### src/hw/rtl/itoa_pkg.sv
// Shared types, constants and helper functions for the radix integer to ASCII core.
`timescale 1ns / 1ps

package itoa_pkg;

  // Field widths of the request and result channels and of one digit.
  localparam int VALUE_W    = 32;
  localparam int RADIX_W    = 2;
  localparam int MIN_W      = 6;
  localparam int CHAR_W     = 8;
  localparam int DIGIT_W    = 4;

  // Default maximum field width.
  localparam int MAX_WIDTH_DEF = 48;

  // A 32-bit magnitude never has more than 32 digits (binary of 2^31).
  localparam int MAX_DIGITS  = 32;
  localparam int DIGIT_IDX_W = $clog2(MAX_DIGITS);
  localparam int NDIG_W      = $clog2(MAX_DIGITS + 1);

  // Reciprocal of ten: floor(m * RECIP_10 / 2^35) equals m / 10 for any 32-bit m.
  localparam logic [31:0] RECIP_10   = 32'hCCCC_CCCD;
  localparam int          RECIP_SHIFT = 35;

  // ASCII codes.
  localparam logic [CHAR_W-1:0] MINUS_CHAR = 8'h2D;
  localparam logic [CHAR_W-1:0] ZERO_CHAR  = 8'h30;

  // Radix codes.
  typedef enum logic [RADIX_W-1:0] {
    RADIX_BIN = 2'd0,
    RADIX_OCT = 2'd1,
    RADIX_DEC = 2'd2,
    RADIX_HEX = 2'd3
  } radix_e;

  // One classified conversion job, passed from the front end to the back end.
  typedef struct packed {
    logic [VALUE_W-1:0] magnitude;
    logic               neg;
    radix_e             radix;
    logic [MIN_W-1:0]   min_digits;
  } job_t;

  // Back end sequencer states.
  typedef enum logic [4:0] {
    S_IDLE  = 5'b00001,
    S_SHIFT = 5'b00010,
    S_MUL   = 5'b00100,
    S_DIV   = 5'b01000,
    S_EMIT  = 5'b10000
  } back_state_e;

  // Digit to upper-case ASCII glyph.
  function automatic logic [CHAR_W-1:0] glyph(input logic [DIGIT_W-1:0] d);
    logic [CHAR_W-1:0] ext;
    ext = {{(CHAR_W-DIGIT_W){1'b0}}, d};
    if (d < 4'd10) begin
      glyph = ZERO_CHAR + ext;
    end else begin
      glyph = 8'h37 + ext;
    end
  endfunction

endpackage

### src/hw/rtl/itoa_in_if.sv
// Request channel: one integer with its radix choice and minimum width.
`timescale 1ns / 1ps

interface itoa_in_if;
  logic                                 valid;
  logic                                 ready;
  logic signed [itoa_pkg::VALUE_W-1:0]  value;
  logic        [itoa_pkg::RADIX_W-1:0]  radix_select;
  logic        [itoa_pkg::MIN_W-1:0]    min_digits;

  modport source (output valid, value, radix_select, min_digits, input ready);
  modport sink   (input valid, value, radix_select, min_digits, output ready);
endinterface

### src/hw/rtl/itoa_out_if.sv
// Result channel: one ASCII character with its end-of-number flag.
`timescale 1ns / 1ps

interface itoa_out_if;
  logic                          valid;
  logic                          ready;
  logic [itoa_pkg::CHAR_W-1:0]   text_char;
  logic                          last_char;

  modport source (output valid, text_char, last_char, input ready);
  modport sink   (input valid, text_char, last_char, output ready);
endinterface

### src/hw/rtl/itoa_front.sv
// Front end: accepts requests, takes sign and magnitude, and holds the job for the queue.
`timescale 1ns / 1ps

module itoa_front (
  input  logic                          clk_i,
  input  logic                          rst_ni,
  input  logic                          req_valid_i,
  output logic                          req_ready_o,
  input  logic [itoa_pkg::VALUE_W-1:0]  req_value_i,
  input  logic [itoa_pkg::RADIX_W-1:0]  req_radix_i,
  input  logic [itoa_pkg::MIN_W-1:0]    req_min_i,
  output logic                          job_valid_o,
  input  logic                          job_ready_i,
  output itoa_pkg::job_t                job_o
);
  import itoa_pkg::*;

  logic valid_q, valid_d;
  job_t job_q, job_d;
  logic accept;

  // The holding register frees up when its job moves into the queue.
  assign req_ready_o = !valid_q || job_ready_i;
  assign accept      = req_valid_i && req_ready_o;

  // Classify the request: sign flag and unsigned magnitude (2^31 for the most negative value).
  always_comb begin
    valid_d = valid_q;
    job_d   = job_q;
    if (accept) begin
      valid_d          = 1'b1;
      job_d.neg        = req_value_i[VALUE_W-1];
      job_d.magnitude  = req_value_i[VALUE_W-1] ? (VALUE_W'(0) - req_value_i) : req_value_i;
      job_d.radix      = radix_e'(req_radix_i);
      job_d.min_digits = req_min_i;
    end else if (job_ready_i) begin
      valid_d = 1'b0;
    end
  end

  always_ff @(posedge clk_i or negedge rst_ni) begin
    if (!rst_ni) begin
      valid_q <= 1'b0;
    end else begin
      valid_q <= valid_d;
    end
  end

  always_ff @(posedge clk_i) begin
    job_q <= job_d;
  end

  assign job_valid_o = valid_q;
  assign job_o       = job_q;

endmodule

### src/hw/rtl/itoa_fifo.sv
// Two-entry job queue between the front end and the back end.
`timescale 1ns / 1ps

module itoa_fifo (
  input  logic           clk_i,
  input  logic           rst_ni,
  input  logic           push_valid_i,
  output logic           push_ready_o,
  input  itoa_pkg::job_t push_job_i,
  output logic           pop_valid_o,
  input  logic           pop_ready_i,
  output itoa_pkg::job_t pop_job_o
);
  import itoa_pkg::*;

  localparam int Depth = 2;

  job_t             entry_q [Depth];
  logic             wr_ptr_q, wr_ptr_d;
  logic             rd_ptr_q, rd_ptr_d;
  logic [1:0]       count_q, count_d;
  logic             push, pop;

  assign push_ready_o = (count_q != 2'(Depth));
  assign pop_valid_o  = (count_q != 2'd0);
  assign push         = push_valid_i && push_ready_o;
  assign pop          = pop_valid_o && pop_ready_i;
  assign pop_job_o    = entry_q[rd_ptr_q];

  // Pointer and fill count update.
  always_comb begin
    wr_ptr_d = push ? ~wr_ptr_q : wr_ptr_q;
    rd_ptr_d = pop  ? ~rd_ptr_q : rd_ptr_q;
    count_d  = count_q;
    if (push && !pop) begin
      count_d = count_q + 2'd1;
    end else if (pop && !push) begin
      count_d = count_q - 2'd1;
    end
  end

  always_ff @(posedge clk_i or negedge rst_ni) begin
    if (!rst_ni) begin
      wr_ptr_q <= 1'b0;
      rd_ptr_q <= 1'b0;
      count_q  <= 2'd0;
    end else begin
      wr_ptr_q <= wr_ptr_d;
      rd_ptr_q <= rd_ptr_d;
      count_q  <= count_d;
    end
  end

  // Entry storage.
  always_ff @(posedge clk_i) begin
    if (push) begin
      entry_q[wr_ptr_q] <= push_job_i;
    end
  end

endmodule

### src/hw/rtl/itoa_back.sv
// Back end: peels digits off the magnitude into a digit store, then emits the padded text.
`timescale 1ns / 1ps

module itoa_back #(
  parameter int MAX_WIDTH = itoa_pkg::MAX_WIDTH_DEF
) (
  input  logic                         clk_i,
  input  logic                         rst_ni,
  input  logic                         job_valid_i,
  output logic                         job_ready_o,
  input  itoa_pkg::job_t               job_i,
  output logic                         out_valid_o,
  input  logic                         out_ready_i,
  output logic [itoa_pkg::CHAR_W-1:0]  text_char_o,
  output logic                         last_char_o
);
  import itoa_pkg::*;

  // Width of the character position counter; holds MAX_WIDTH itself.
  localparam int CW = $clog2(MAX_WIDTH + 1);

  back_state_e           state_q, state_d;
  logic [VALUE_W-1:0]    mag_q, mag_d;
  logic                  neg_q, neg_d;
  radix_e                radix_q, radix_d;
  logic [MIN_W-1:0]      min_q, min_d;
  logic [NDIG_W-1:0]     ndig_q, ndig_d;
  logic [2*VALUE_W-1:0]  prod_q, prod_d;
  logic [CW-1:0]         pos_q, pos_d;
  logic                  first_q, first_d;
  logic [DIGIT_W-1:0]    store_q [MAX_DIGITS];
  logic                  out_valid_q, out_valid_d;
  logic [CHAR_W-1:0]     out_char_q, out_char_d;
  logic                  out_last_q, out_last_d;

  logic [DIGIT_W-1:0]    conv_digit;
  logic [VALUE_W-1:0]    conv_next;
  logic [VALUE_W-RECIP_SHIFT+VALUE_W-1:0] quot;
  logic [VALUE_W-1:0]    rem_full;
  logic                  store_we;
  logic [NDIG_W-1:0]     nd_next;
  logic [CW-1:0]         natural_len;
  logic [CW-1:0]         min_sat;
  logic [CW-1:0]         field_width;
  logic                  can_load;
  logic [CHAR_W-1:0]     emit_char;

  assign job_ready_o = (state_q == S_IDLE);
  assign can_load    = !out_valid_q || out_ready_i;

  // One digit step: shift and mask for power-of-two radices, reciprocal product for ten.
  always_comb begin
    quot     = prod_q[2*VALUE_W-1:RECIP_SHIFT];
    rem_full = mag_q - {quot, 3'b000} - {2'b00, quot, 1'b0};
    if (state_q == S_DIV) begin
      conv_digit = rem_full[DIGIT_W-1:0];
      conv_next  = {{(VALUE_W-$bits(quot)){1'b0}}, quot};
    end else begin
      case (radix_q)
        RADIX_BIN: begin
          conv_digit = {3'b000, mag_q[0]};
          conv_next  = mag_q >> 1;
        end
        RADIX_OCT: begin
          conv_digit = {1'b0, mag_q[2:0]};
          conv_next  = mag_q >> 3;
        end
        default: begin
          conv_digit = mag_q[3:0];
          conv_next  = mag_q >> 4;
        end
      endcase
    end
  end

  // Field width: the larger of the saturated minimum and the natural length with sign.
  always_comb begin
    nd_next     = ndig_q + NDIG_W'(1);
    natural_len = CW'(nd_next) + CW'(neg_q);
    min_sat     = (CW'(min_q) > CW'(MAX_WIDTH)) ? CW'(MAX_WIDTH) : CW'(min_q);
    field_width = (min_sat > natural_len) ? min_sat : natural_len;
  end

  // Character at the current position: sign, stored digit, or leading zero.
  always_comb begin
    if (first_q && neg_q) begin
      emit_char = MINUS_CHAR;
    end else if (pos_q < CW'(ndig_q)) begin
      emit_char = glyph(store_q[pos_q[DIGIT_IDX_W-1:0]]);
    end else begin
      emit_char = ZERO_CHAR;
    end
  end

  // Sequencer.
  always_comb begin
    state_d     = state_q;
    mag_d       = mag_q;
    neg_d       = neg_q;
    radix_d     = radix_q;
    min_d       = min_q;
    ndig_d      = ndig_q;
    prod_d      = prod_q;
    pos_d       = pos_q;
    first_d     = first_q;
    out_valid_d = out_valid_q;
    out_char_d  = out_char_q;
    out_last_d  = out_last_q;
    store_we    = 1'b0;

    // A waiting character leaves when the sink takes it.
    if (out_ready_i) begin
      out_valid_d = 1'b0;
    end

    case (state_q)
      S_IDLE: begin
        if (job_valid_i) begin
          mag_d   = job_i.magnitude;
          neg_d   = job_i.neg;
          radix_d = job_i.radix;
          min_d   = job_i.min_digits;
          ndig_d  = '0;
          state_d = (job_i.radix == RADIX_DEC) ? S_MUL : S_SHIFT;
        end
      end
      S_MUL: begin
        prod_d  = mag_q * RECIP_10;
        state_d = S_DIV;
      end
      S_SHIFT, S_DIV: begin
        store_we = 1'b1;
        mag_d    = conv_next;
        ndig_d   = nd_next;
        if (conv_next == '0) begin
          pos_d   = field_width - CW'(1);
          first_d = 1'b1;
          state_d = S_EMIT;
        end else begin
          state_d = (state_q == S_DIV) ? S_MUL : S_SHIFT;
        end
      end
      S_EMIT: begin
        if (can_load) begin
          out_valid_d = 1'b1;
          out_char_d  = emit_char;
          out_last_d  = (pos_q == '0);
          first_d     = 1'b0;
          pos_d       = pos_q - CW'(1);
          if (pos_q == '0) begin
            state_d = S_IDLE;
          end
        end
      end
      default: begin
        state_d = S_IDLE;
      end
    endcase
  end

  always_ff @(posedge clk_i or negedge rst_ni) begin
    if (!rst_ni) begin
      state_q     <= S_IDLE;
      out_valid_q <= 1'b0;
    end else begin
      state_q     <= state_d;
      out_valid_q <= out_valid_d;
    end
  end

  always_ff @(posedge clk_i) begin
    mag_q      <= mag_d;
    neg_q      <= neg_d;
    radix_q    <= radix_d;
    min_q      <= min_d;
    ndig_q     <= ndig_d;
    prod_q     <= prod_d;
    pos_q      <= pos_d;
    first_q    <= first_d;
    out_char_q <= out_char_d;
    out_last_q <= out_last_d;
  end

  // Digit store, least significant digit at index zero.
  always_ff @(posedge clk_i) begin
    if (store_we) begin
      store_q[ndig_q[DIGIT_IDX_W-1:0]] <= conv_digit;
    end
  end

  assign out_valid_o = out_valid_q;
  assign text_char_o = out_char_q;
  assign last_char_o = out_last_q;

endmodule

### src/hw/rtl/radix_integer_to_ascii_core.sv
// Top level of the radix integer to ASCII core: front end, job queue and back end.
//
//   Channel   Dir   Handshake      Payload
//   req_i     in    valid/ready    value, radix_select, min_digits
//   chr_o     out   valid/ready    text_char, last_char
//
// Each number leaves the queue into the back end, which peels off its digits by shift and mask
// for binary, octal and hexadecimal or by reciprocal multiply, then remainder, for decimal,
// then emits the padded text one character at a time.
// The back end converts one number at a time; the front end and the two-entry queue take
// further requests meanwhile. Reset is asynchronous and active low and clears all control
// state. A stalled result sink holds the back end in place.
`timescale 1ns / 1ps

module radix_integer_to_ascii_core #(
  parameter int MAX_WIDTH = itoa_pkg::MAX_WIDTH_DEF
) (
  input  logic        clk_i,
  input  logic        rst_ni,
  itoa_in_if.sink     req_i,
  itoa_out_if.source  chr_o
);
  import itoa_pkg::*;

  logic front_valid, front_ready;
  job_t front_job;
  logic queue_valid, queue_ready;
  job_t queue_job;

  // Request intake and classification.
  itoa_front u_front (
    .clk_i       (clk_i),
    .rst_ni      (rst_ni),
    .req_valid_i (req_i.valid),
    .req_ready_o (req_i.ready),
    .req_value_i (req_i.value),
    .req_radix_i (req_i.radix_select),
    .req_min_i   (req_i.min_digits),
    .job_valid_o (front_valid),
    .job_ready_i (front_ready),
    .job_o       (front_job)
  );

  // Job queue.
  itoa_fifo u_fifo (
    .clk_i        (clk_i),
    .rst_ni       (rst_ni),
    .push_valid_i (front_valid),
    .push_ready_o (front_ready),
    .push_job_i   (front_job),
    .pop_valid_o  (queue_valid),
    .pop_ready_i  (queue_ready),
    .pop_job_o    (queue_job)
  );

  // Conversion and character output.
  itoa_back #(
    .MAX_WIDTH (MAX_WIDTH)
  ) u_back (
    .clk_i       (clk_i),
    .rst_ni      (rst_ni),
    .job_valid_i (queue_valid),
    .job_ready_o (queue_ready),
    .job_i       (queue_job),
    .out_valid_o (chr_o.valid),
    .out_ready_i (chr_o.ready),
    .text_char_o (chr_o.text_char),
    .last_char_o (chr_o.last_char)
  );

endmodule

### src/flat_wrapper.sv
// flat-port wrapper written by rule: the top's interface ports become plain ports
module radix_integer_to_ascii_core_flat import itoa_pkg::*;
#(
  parameter int MAX_WIDTH = itoa_pkg::MAX_WIDTH_DEF
)
  (clk_i, rst_ni, req_i_valid, req_i_value, req_i_radix_select, req_i_min_digits, req_i_ready, chr_o_valid, chr_o_text_char, chr_o_last_char, chr_o_ready);
  itoa_in_if req_i_i ();
  itoa_out_if chr_o_i ();
  input  logic clk_i;
  input  logic rst_ni;
  input wire logic [$bits(req_i_i.valid)-1:0] req_i_valid;
  input wire logic [$bits(req_i_i.value)-1:0] req_i_value;
  input wire logic [$bits(req_i_i.radix_select)-1:0] req_i_radix_select;
  input wire logic [$bits(req_i_i.min_digits)-1:0] req_i_min_digits;
  output wire logic [$bits(req_i_i.ready)-1:0] req_i_ready;
  output wire logic [$bits(chr_o_i.valid)-1:0] chr_o_valid;
  output wire logic [$bits(chr_o_i.text_char)-1:0] chr_o_text_char;
  output wire logic [$bits(chr_o_i.last_char)-1:0] chr_o_last_char;
  input wire logic [$bits(chr_o_i.ready)-1:0] chr_o_ready;
  assign req_i_i.valid = req_i_valid;
  assign req_i_i.value = req_i_value;
  assign req_i_i.radix_select = req_i_radix_select;
  assign req_i_i.min_digits = req_i_min_digits;
  assign req_i_ready = req_i_i.ready;
  assign chr_o_valid = chr_o_i.valid;
  assign chr_o_text_char = chr_o_i.text_char;
  assign chr_o_last_char = chr_o_i.last_char;
  assign chr_o_i.ready = chr_o_ready;
  radix_integer_to_ascii_core #(.MAX_WIDTH(MAX_WIDTH)) u_core (.clk_i(clk_i), .rst_ni(rst_ni), .req_i(req_i_i), .chr_o(chr_o_i));
endmodule
### config.mk
export PLATFORM = sky130hd
export DESIGN_NAME = radix_integer_to_ascii_core_flat
export DESIGN_NICKNAME = d
export VERILOG_FILES = /design/src/hw/rtl/itoa_pkg.sv /design/src/hw/rtl/itoa_in_if.sv /design/src/hw/rtl/itoa_out_if.sv /design/src/hw/rtl/itoa_front.sv /design/src/hw/rtl/itoa_fifo.sv /design/src/hw/rtl/itoa_back.sv /design/src/hw/rtl/radix_integer_to_ascii_core.sv /design/src/flat_wrapper.sv
export SDC_FILE = /design/constraint.sdc
export NUM_CORES = 2
export LEC_CHECK = 0
export ABC_CLOCK_PERIOD_IN_PS = 13700
export BUFFER_PORTS_ARGS = -buffer_cell sky130_fd_sc_hd__buf_4
export CORE_MARGIN = 4
export CORE_UTILIZATION = 50
export CTS_BUF_LIST = sky130_fd_sc_hd__clkbuf_16
export CTS_CLUSTER_SIZE = 12
export DETAILED_ROUTE_END_ITERATION = 8
export PLACE_DENSITY = 0.66
export SYNTH_ARGS = -nofsm -noshare
export SYNTH_HDL_FRONTEND = slang
export SYNTH_SLANG_ARGS = --single-unit
### constraint.sdc
create_clock -name clk_i -period 13.7 [get_ports clk_i]
set_input_delay 2.055 -clock clk_i [delete_from_list [all_inputs] [get_ports clk_i]]
set_output_delay 2.055 -clock clk_i [all_outputs]
set_load 0.03 [all_outputs]
Word-level counts from Yosys, hierarchy flattened
Memory sizes are Yosys's and may differ from the RTL's. A register that Yosys moved wholly into a read port is not among the register bits. Cells that the tools add are included.

Bits in registers: 178. Input port bits: 44. Bits in writable memories: 210. Memories: 2. Output and inout bits: 11.

Multiply operators: 1. Reductions and logical operators: 27. Muxes and demuxes: 39. Add/subtract/negate cells: 11. Equality and inequality tests: 12. Bitwise gates (word level): 3. Magnitude comparators: 4.

Memories: u_core.u_back.store_q (words 32, bits a word 4, read ports 1, clocked after Yosys merged registers in 1, wr ports 1, line itoa_back.sv:31) `logic [DIGIT_W-1:0] store_q [MAX_DIGITS];`; u_core.u_fifo.entry_q (words 2, bits a word 41, read ports 1, clocked after Yosys merged registers in 0, wr ports 1, line itoa_fifo.sv:18) `job_t entry_q [Depth];`.

Operators with widths (number): multiplier 32 x 32 -> 64 bit, second input constant (1); one-hot mux 32 bit (2 select lines) (1); two-way mux 31 bit (2); one-hot mux 31 bit (2 select lines) (1); zero test 32 bit (1); two-way mux 32 bit (1); subtractor 1 x 32 -> 32 bit, first input constant (1); two-way mux 5 bit (6); two-way mux 6 bit (5); one-hot mux 6 bit (2 select lines) (2); one-hot mux 5 bit (4 select lines) (1); adder 6 x 4 -> 7 bit, first input constant (2); two-way mux 1 bit (12); subtractor 6 x 1 -> 6 bit, second input constant (2); inequality test 2 bit, second input constant (5); nonzero test 2 bit (5); one-hot mux 4 bit (2 select lines) (1); subtractor 4 bit (2); two-way mux 7 bit (1); adder 6 x 1 -> 6 bit (1); adder 6 x 1 -> 6 bit, second input constant (1); greater-than comparator 6 bit (1); greater-than comparator 6 bit, second input constant (1); logical AND 1 bit (6); 23 further kinds (35).

Logic depth before layout (Yosys ltp)
Depth in word-level cells: 8. Mapped depth: 26.

By module
A second synthesis with hierarchy kept.

Cell total of the unflattened synthesis: 2845. Area, all modules: 33374.5 µm².

Modules (own cells, without submodules): itoa_back (sequential area each 6827.8 µm², cells each 2559, area each 27999.4 µm², times used 1); itoa_fifo (sequential area each 2562.5 µm², cells each 146, area each 3355.7 µm², times used 1); itoa_front (sequential area each 1256.2 µm², cells each 140, area each 2019.4 µm², times used 1).

Least setup slack after synthesis
OpenSTA, ideal clock, no wires.

Kind: reg-to-reg. Start: register u_core.u_back.mag_q[18]. End: register u_core.u_back.prod_q[58] (data pin). Slack: 6.943 ns. Library setup time: 0.256 ns. Clock period less this slack: 6.757 ns. Cell stages (with the launch flop): 26. Data required time: 13.444 ns. Arrival time: 6.501 ns. Cell sequence: edfxtp_1 > ha_1 > inv_1 > fa_1 > inv_1 > fa_1 > inv_1 > fa_1 > inv_1 > fa_1 > fa_1 > fa_1 > inv_1 > fa_1 > inv_1 > ha_1 > nand2_1 > o21ai_0 > a21oi_1 > nor3_1 > nor2_1 > a21oi_1 > nand2b_1 > a21oi_1 > o21ai_0 > a31o_2.

Word-level cells in the longest chain between the ends: 1.

RTL lines: start, declared (line itoa_back.sv:23) `logic [VALUE_W-1:0] mag_q, mag_d;`; start signal, assigned (line itoa_back.sv:172) `mag_q <= mag_d;`; multiplier 32 x 32 -> 64 bit (line itoa_back.sv:128) `prod_d = mag_q * RECIP_10;`; end signal, assigned (line itoa_back.sv:177) `prod_q <= prod_d;`; end, declared (line itoa_back.sv:28) `logic [2*VALUE_W-1:0] prod_q, prod_d;`.

No other way between the ends. A chain may end at the register's enable or synchronous reset.

Worst setup path in the final report
Start: register u_core.u_back.mag_q[11]. End: register u_core.u_back.prod_q[61] (data pin).

Same word-level chain as after synthesis.

==> impl_metrics.json <==
{
  "min_period_over_period_pct": 63.21,
  "syn_area_um2": 32060,
  "cp.required_ns": 13.97,
  "synth_simple_gate_area_share_pct": 6.315,
  "fp-row-count": 92,
  "dp_hpwl_um": 67920,
  "initial_utilization_pct": 50.64,
  "fmax_mhz": 115.5,
  "post_cts.repair.setup_buffers": 0,
  "synth.avg_cell_area_um2": 11.81,
  "num_io_pins": 55,
  "synth_common_cells": "530 x inv_1, 386 x fa_1, 369 x ha_1",
  "area_growth_pct": 7.591,
  "grt_pass1_wl_um": 126000,
  "cts_root_buf": "clkbuf_16",
  "slew_violations": 0,
  "synthCells": 2715,
  "cts_hold_buf": 0,
  "yosys_most_used_dff": "edfxtp_1",
  "slew_headroom_pct": 21.43,
  "cts-resized-gates": 0,
  "synth_seq_cells": 358,
  "drt_iter0_markers": 1547,
  "fin_skew_ns": 0.02483,
  "core_area_um2": 63310,
  "portBuffers": 53,
  "clockBufferDepth": 3,
  "endpoint_kind": "flop",
  "synth_async_sr_flop_share_pct": 3.073,
  "place_area_um2": 33450,
  "n_antenna_cell": 0,
  "synth.distinct_cells": 61,
  "cts.clk_slew.worst_paths_ns": 0.06,
  "reg2reg_slack_ns": 5.04,
  "cp-endpoint": "u_core.u_back.prod_q[61]",
  "yosys_warnings": 0,
  "synth_fa_ha_area_share_pct": 38.50,
  "drv_cap": 0,
  "synthMuxAreaShare_pct": 5.323,
  "reg2reg_to": "u_core.u_back.prod_q[61]",
  "wl_per_cell_um": 22.49,
  "final_nets": 3558,
  "synth_nets": 3514,
  "status": "finished, final reports clean",
  "synth-compound-area-share_pct": 6.229,
  "synth_edf_count": 342,
  "period_minus_slack_ns": 8.660,
  "via_per_inst": 5.591,
  "die_area_um2": 68230,
  "drtPass1Iterations": 9,
  "drc": 0,
  "vias": 20260,
  "rsz0062_at_grt": "false",
  "grt_usage_pct": 24.30,
  "hold_viol_final": 0,
  "cts_tree": "done",
  "synth_xor_area_share_pct": 3.442,
  "rr_worst_depth": 23,
  "overflow": 0,
  "routed_wl_um": 81520,
  "worstPathArrival_ns": 8.93,
  "final_layout_size_suffix_gt1_share_pct": 7.559,
  "finalSetupViolations": 0,
  "synth_top_area_share_pct": 32.03,
  "grt_start_max_net_pins": 68,
  "place.gp.congestion": 1.011,
  "r2r_start": "u_core.u_back.mag_q[11]",
  "worstSetupStartpoint": "u_core.u_back.mag_q[11]",
  "worstSkewPairLatency_ns": 0.53,
  "yosys.cell_count.top_type": "inv_1",
  "critPathKind": "reg2reg",
  "worst_setup_path_start_kind": "flop",
  "numCtsBuffers": 36,
  "die_w_um": 261.2,
  "fin_area_um2": 34490,
  "antenna_found_initial": 1,
  "synth_top_family_by_area": "adder cells",
  "grt_pass1_vias": 21800,
  "synth_area_leader_cell": "edfxtp_1",
  "setup_tns_ns": 0,
  "clock_sinks": 358,
  "worst_pin_slew_ns": 1.179,
  "crit_fanout": 9,
  "htreeDepth": 2,
  "final_antenna_net_count": 0,
  "synthTopCellsByArea": "edfxtp_1 32%, fa_1 24%, ha_1 14%",
  "min_path_type": "reg2reg",
  "ys_seq_area_share_pct": 33.21,
  "die_h_um": 261.2
}
## routing by layer
| layer | wire length (µm) | track usage (%) | share of wire [%] |
|---|---|---|---|
| met3 | 5375 | 4.787 | 6.6 |
| met2 | 39420 | 40.47 | 48 |
| met4 | 3263 | 8.424 | 4.0 |
| met1 | 33450 | 32.13 | 41 |
| met5 | 9 | 0 | 0.011 |
## registers in the layout, summed over array words and instances, names as in the netlist, 5 cells and up, named ones only
name and flops:
u_core.u_back.prod_q 29, u_core.u_back.store_q 128, u_core.u_fifo.entry_q 82, u_core.u_back.state_q 5, u_core.u_front.job_o 41, u_core.u_back.ndig_q 6
u_core.u_back.pos_q 6, u_core.u_back.text_char_o 7, u_core.u_back.min_q 6, u_core.u_back.mag_q 32
## cell type report
cell class	instances	area, µm²
fillers	5422	28820
clock buffers	38	950.9
clock inverters	19	87.58
repair buffers	69	518.0
flip-flops and latches	358	10650
inverters	531	1993
multi-input cells	1763	19240
well taps	846	1059
## stage by stage
| stage | cells | hold WS, ns | utilization (%) | setup slack, ns |
|---|---|---|---|---|
| floorplan | 2715 | 0.4215 | - | 6.943 |
| global placement | 3567 | 0.4240 | 52.84 | 5.276 |
| detailed placement | 3567 | 0.4319 | 52.84 | 5.222 |
| CTS | 3624 | 0.4322 | 54.48 | 5.177 |
| global route | 3624 | 0.4454 | 54.48 | 4.763 |
| finish | 3624 | 0.4337 | 54.48 | 5.040 |
## worst min path at each step
stage | cells past startpoint | slack [ns] | from | end
finish | 0 | 0.43 | u_core.u_front.job_o[0] | u_core.u_fifo.entry_q[0][0]
floorplan | 0 | 0.42 | u_core.u_front.job_o[0] | u_core.u_fifo.entry_q[0][0]
global placement | 0 | 0.42 | u_core.u_front.job_o[4] | u_core.u_fifo.entry_q[0][4]
detailed placement | 0 | 0.43 | u_core.u_front.job_o[0] | u_core.u_fifo.entry_q[0][0]
CTS | 0 | 0.43 | u_core.u_front.job_o[0] | u_core.u_fifo.entry_q[0][0]
global route | 0 | 0.45 | u_core.u_front.job_o[0] | u_core.u_fifo.entry_q[0][0]
## worst max-delay path, stage by stage (launching register included)
cell	delay, ns
edfxtp_1	0.72
ha_1	0.56
inv_1	0.22
fa_1	0.58
inv_1	0.06
fa_1	0.50
inv_1	0.06
fa_1	0.50
inv_1	0.05
fa_1	0.57
fa_1	0.45
fa_1	0.52
fa_1	0.42
ha_1	0.39
nand2_1	0.11
o21a_1	0.24
o211a_1	0.18
a32oi_1	0.73
nand4_1	0.48
a21oi_1	0.25
nand2b_1	0.16
a21oi_1	0.19
o21a_1	0.25
o211a_1	0.23
## cell usage in the layout, fill, tap and decap left out, drive strengths merged, types with 4 or more instances in the layout
cell type | Yosys | layout
nor2 | 140 | 140
or4 | 4 | 4
ha | 369 | 369
o21a | 11 | 11
fa | 386 | 386
a21oi | 145 | 145
and3 | 11 | 11
xor2 | 57 | 57
clkbuf | 50 | 38
o41ai | 4 | 4
mux2 | 36 | 36
o21bai | 6 | 6
nand4 | 19 | 19
inv | 530 | 545
nor4 | 12 | 12
buf | 13 | 69
o31ai | 10 | 10
o211ai | 5 | 5
mux2i | 40 | 40
a21boi | 5 | 5
nand2 | 121 | 121
dfrtp | 10 | 10
nor3b | 5 | 5
edfxtp | 342 | 342
o21ai | 83 | 83
a21o | 34 | 34
a211oi | 11 | 11
nand3 | 27 | 27
nand2b | 16 | 16
nor3 | 17 | 17
nor2b | 21 | 21
dfxtp | 5 | 5
a31oi | 7 | 7
clkinv | 1 | 4
xnor2 | 69 | 69
mux4 | 40 | 40
or3 | 9 | 9
and2 | 16 | 16
## kinds of logic (layout without fill, tap and decap cells)
kind of cell	after synthesis	after routing
AO/OA/AOI/OAI	337	337
XOR/XNOR	126	126
adder cells (fa/ha/maj)	755	755
buffers and inverters	594	657
flip-flops	358	358
multiplexers	116	116
other	1	1
AND/OR/NAND/NOR	428	428
Power is left out: the tool's default activity adds up to more than one toggle a clock period on the data nets, which glitch-free logic cannot reach.
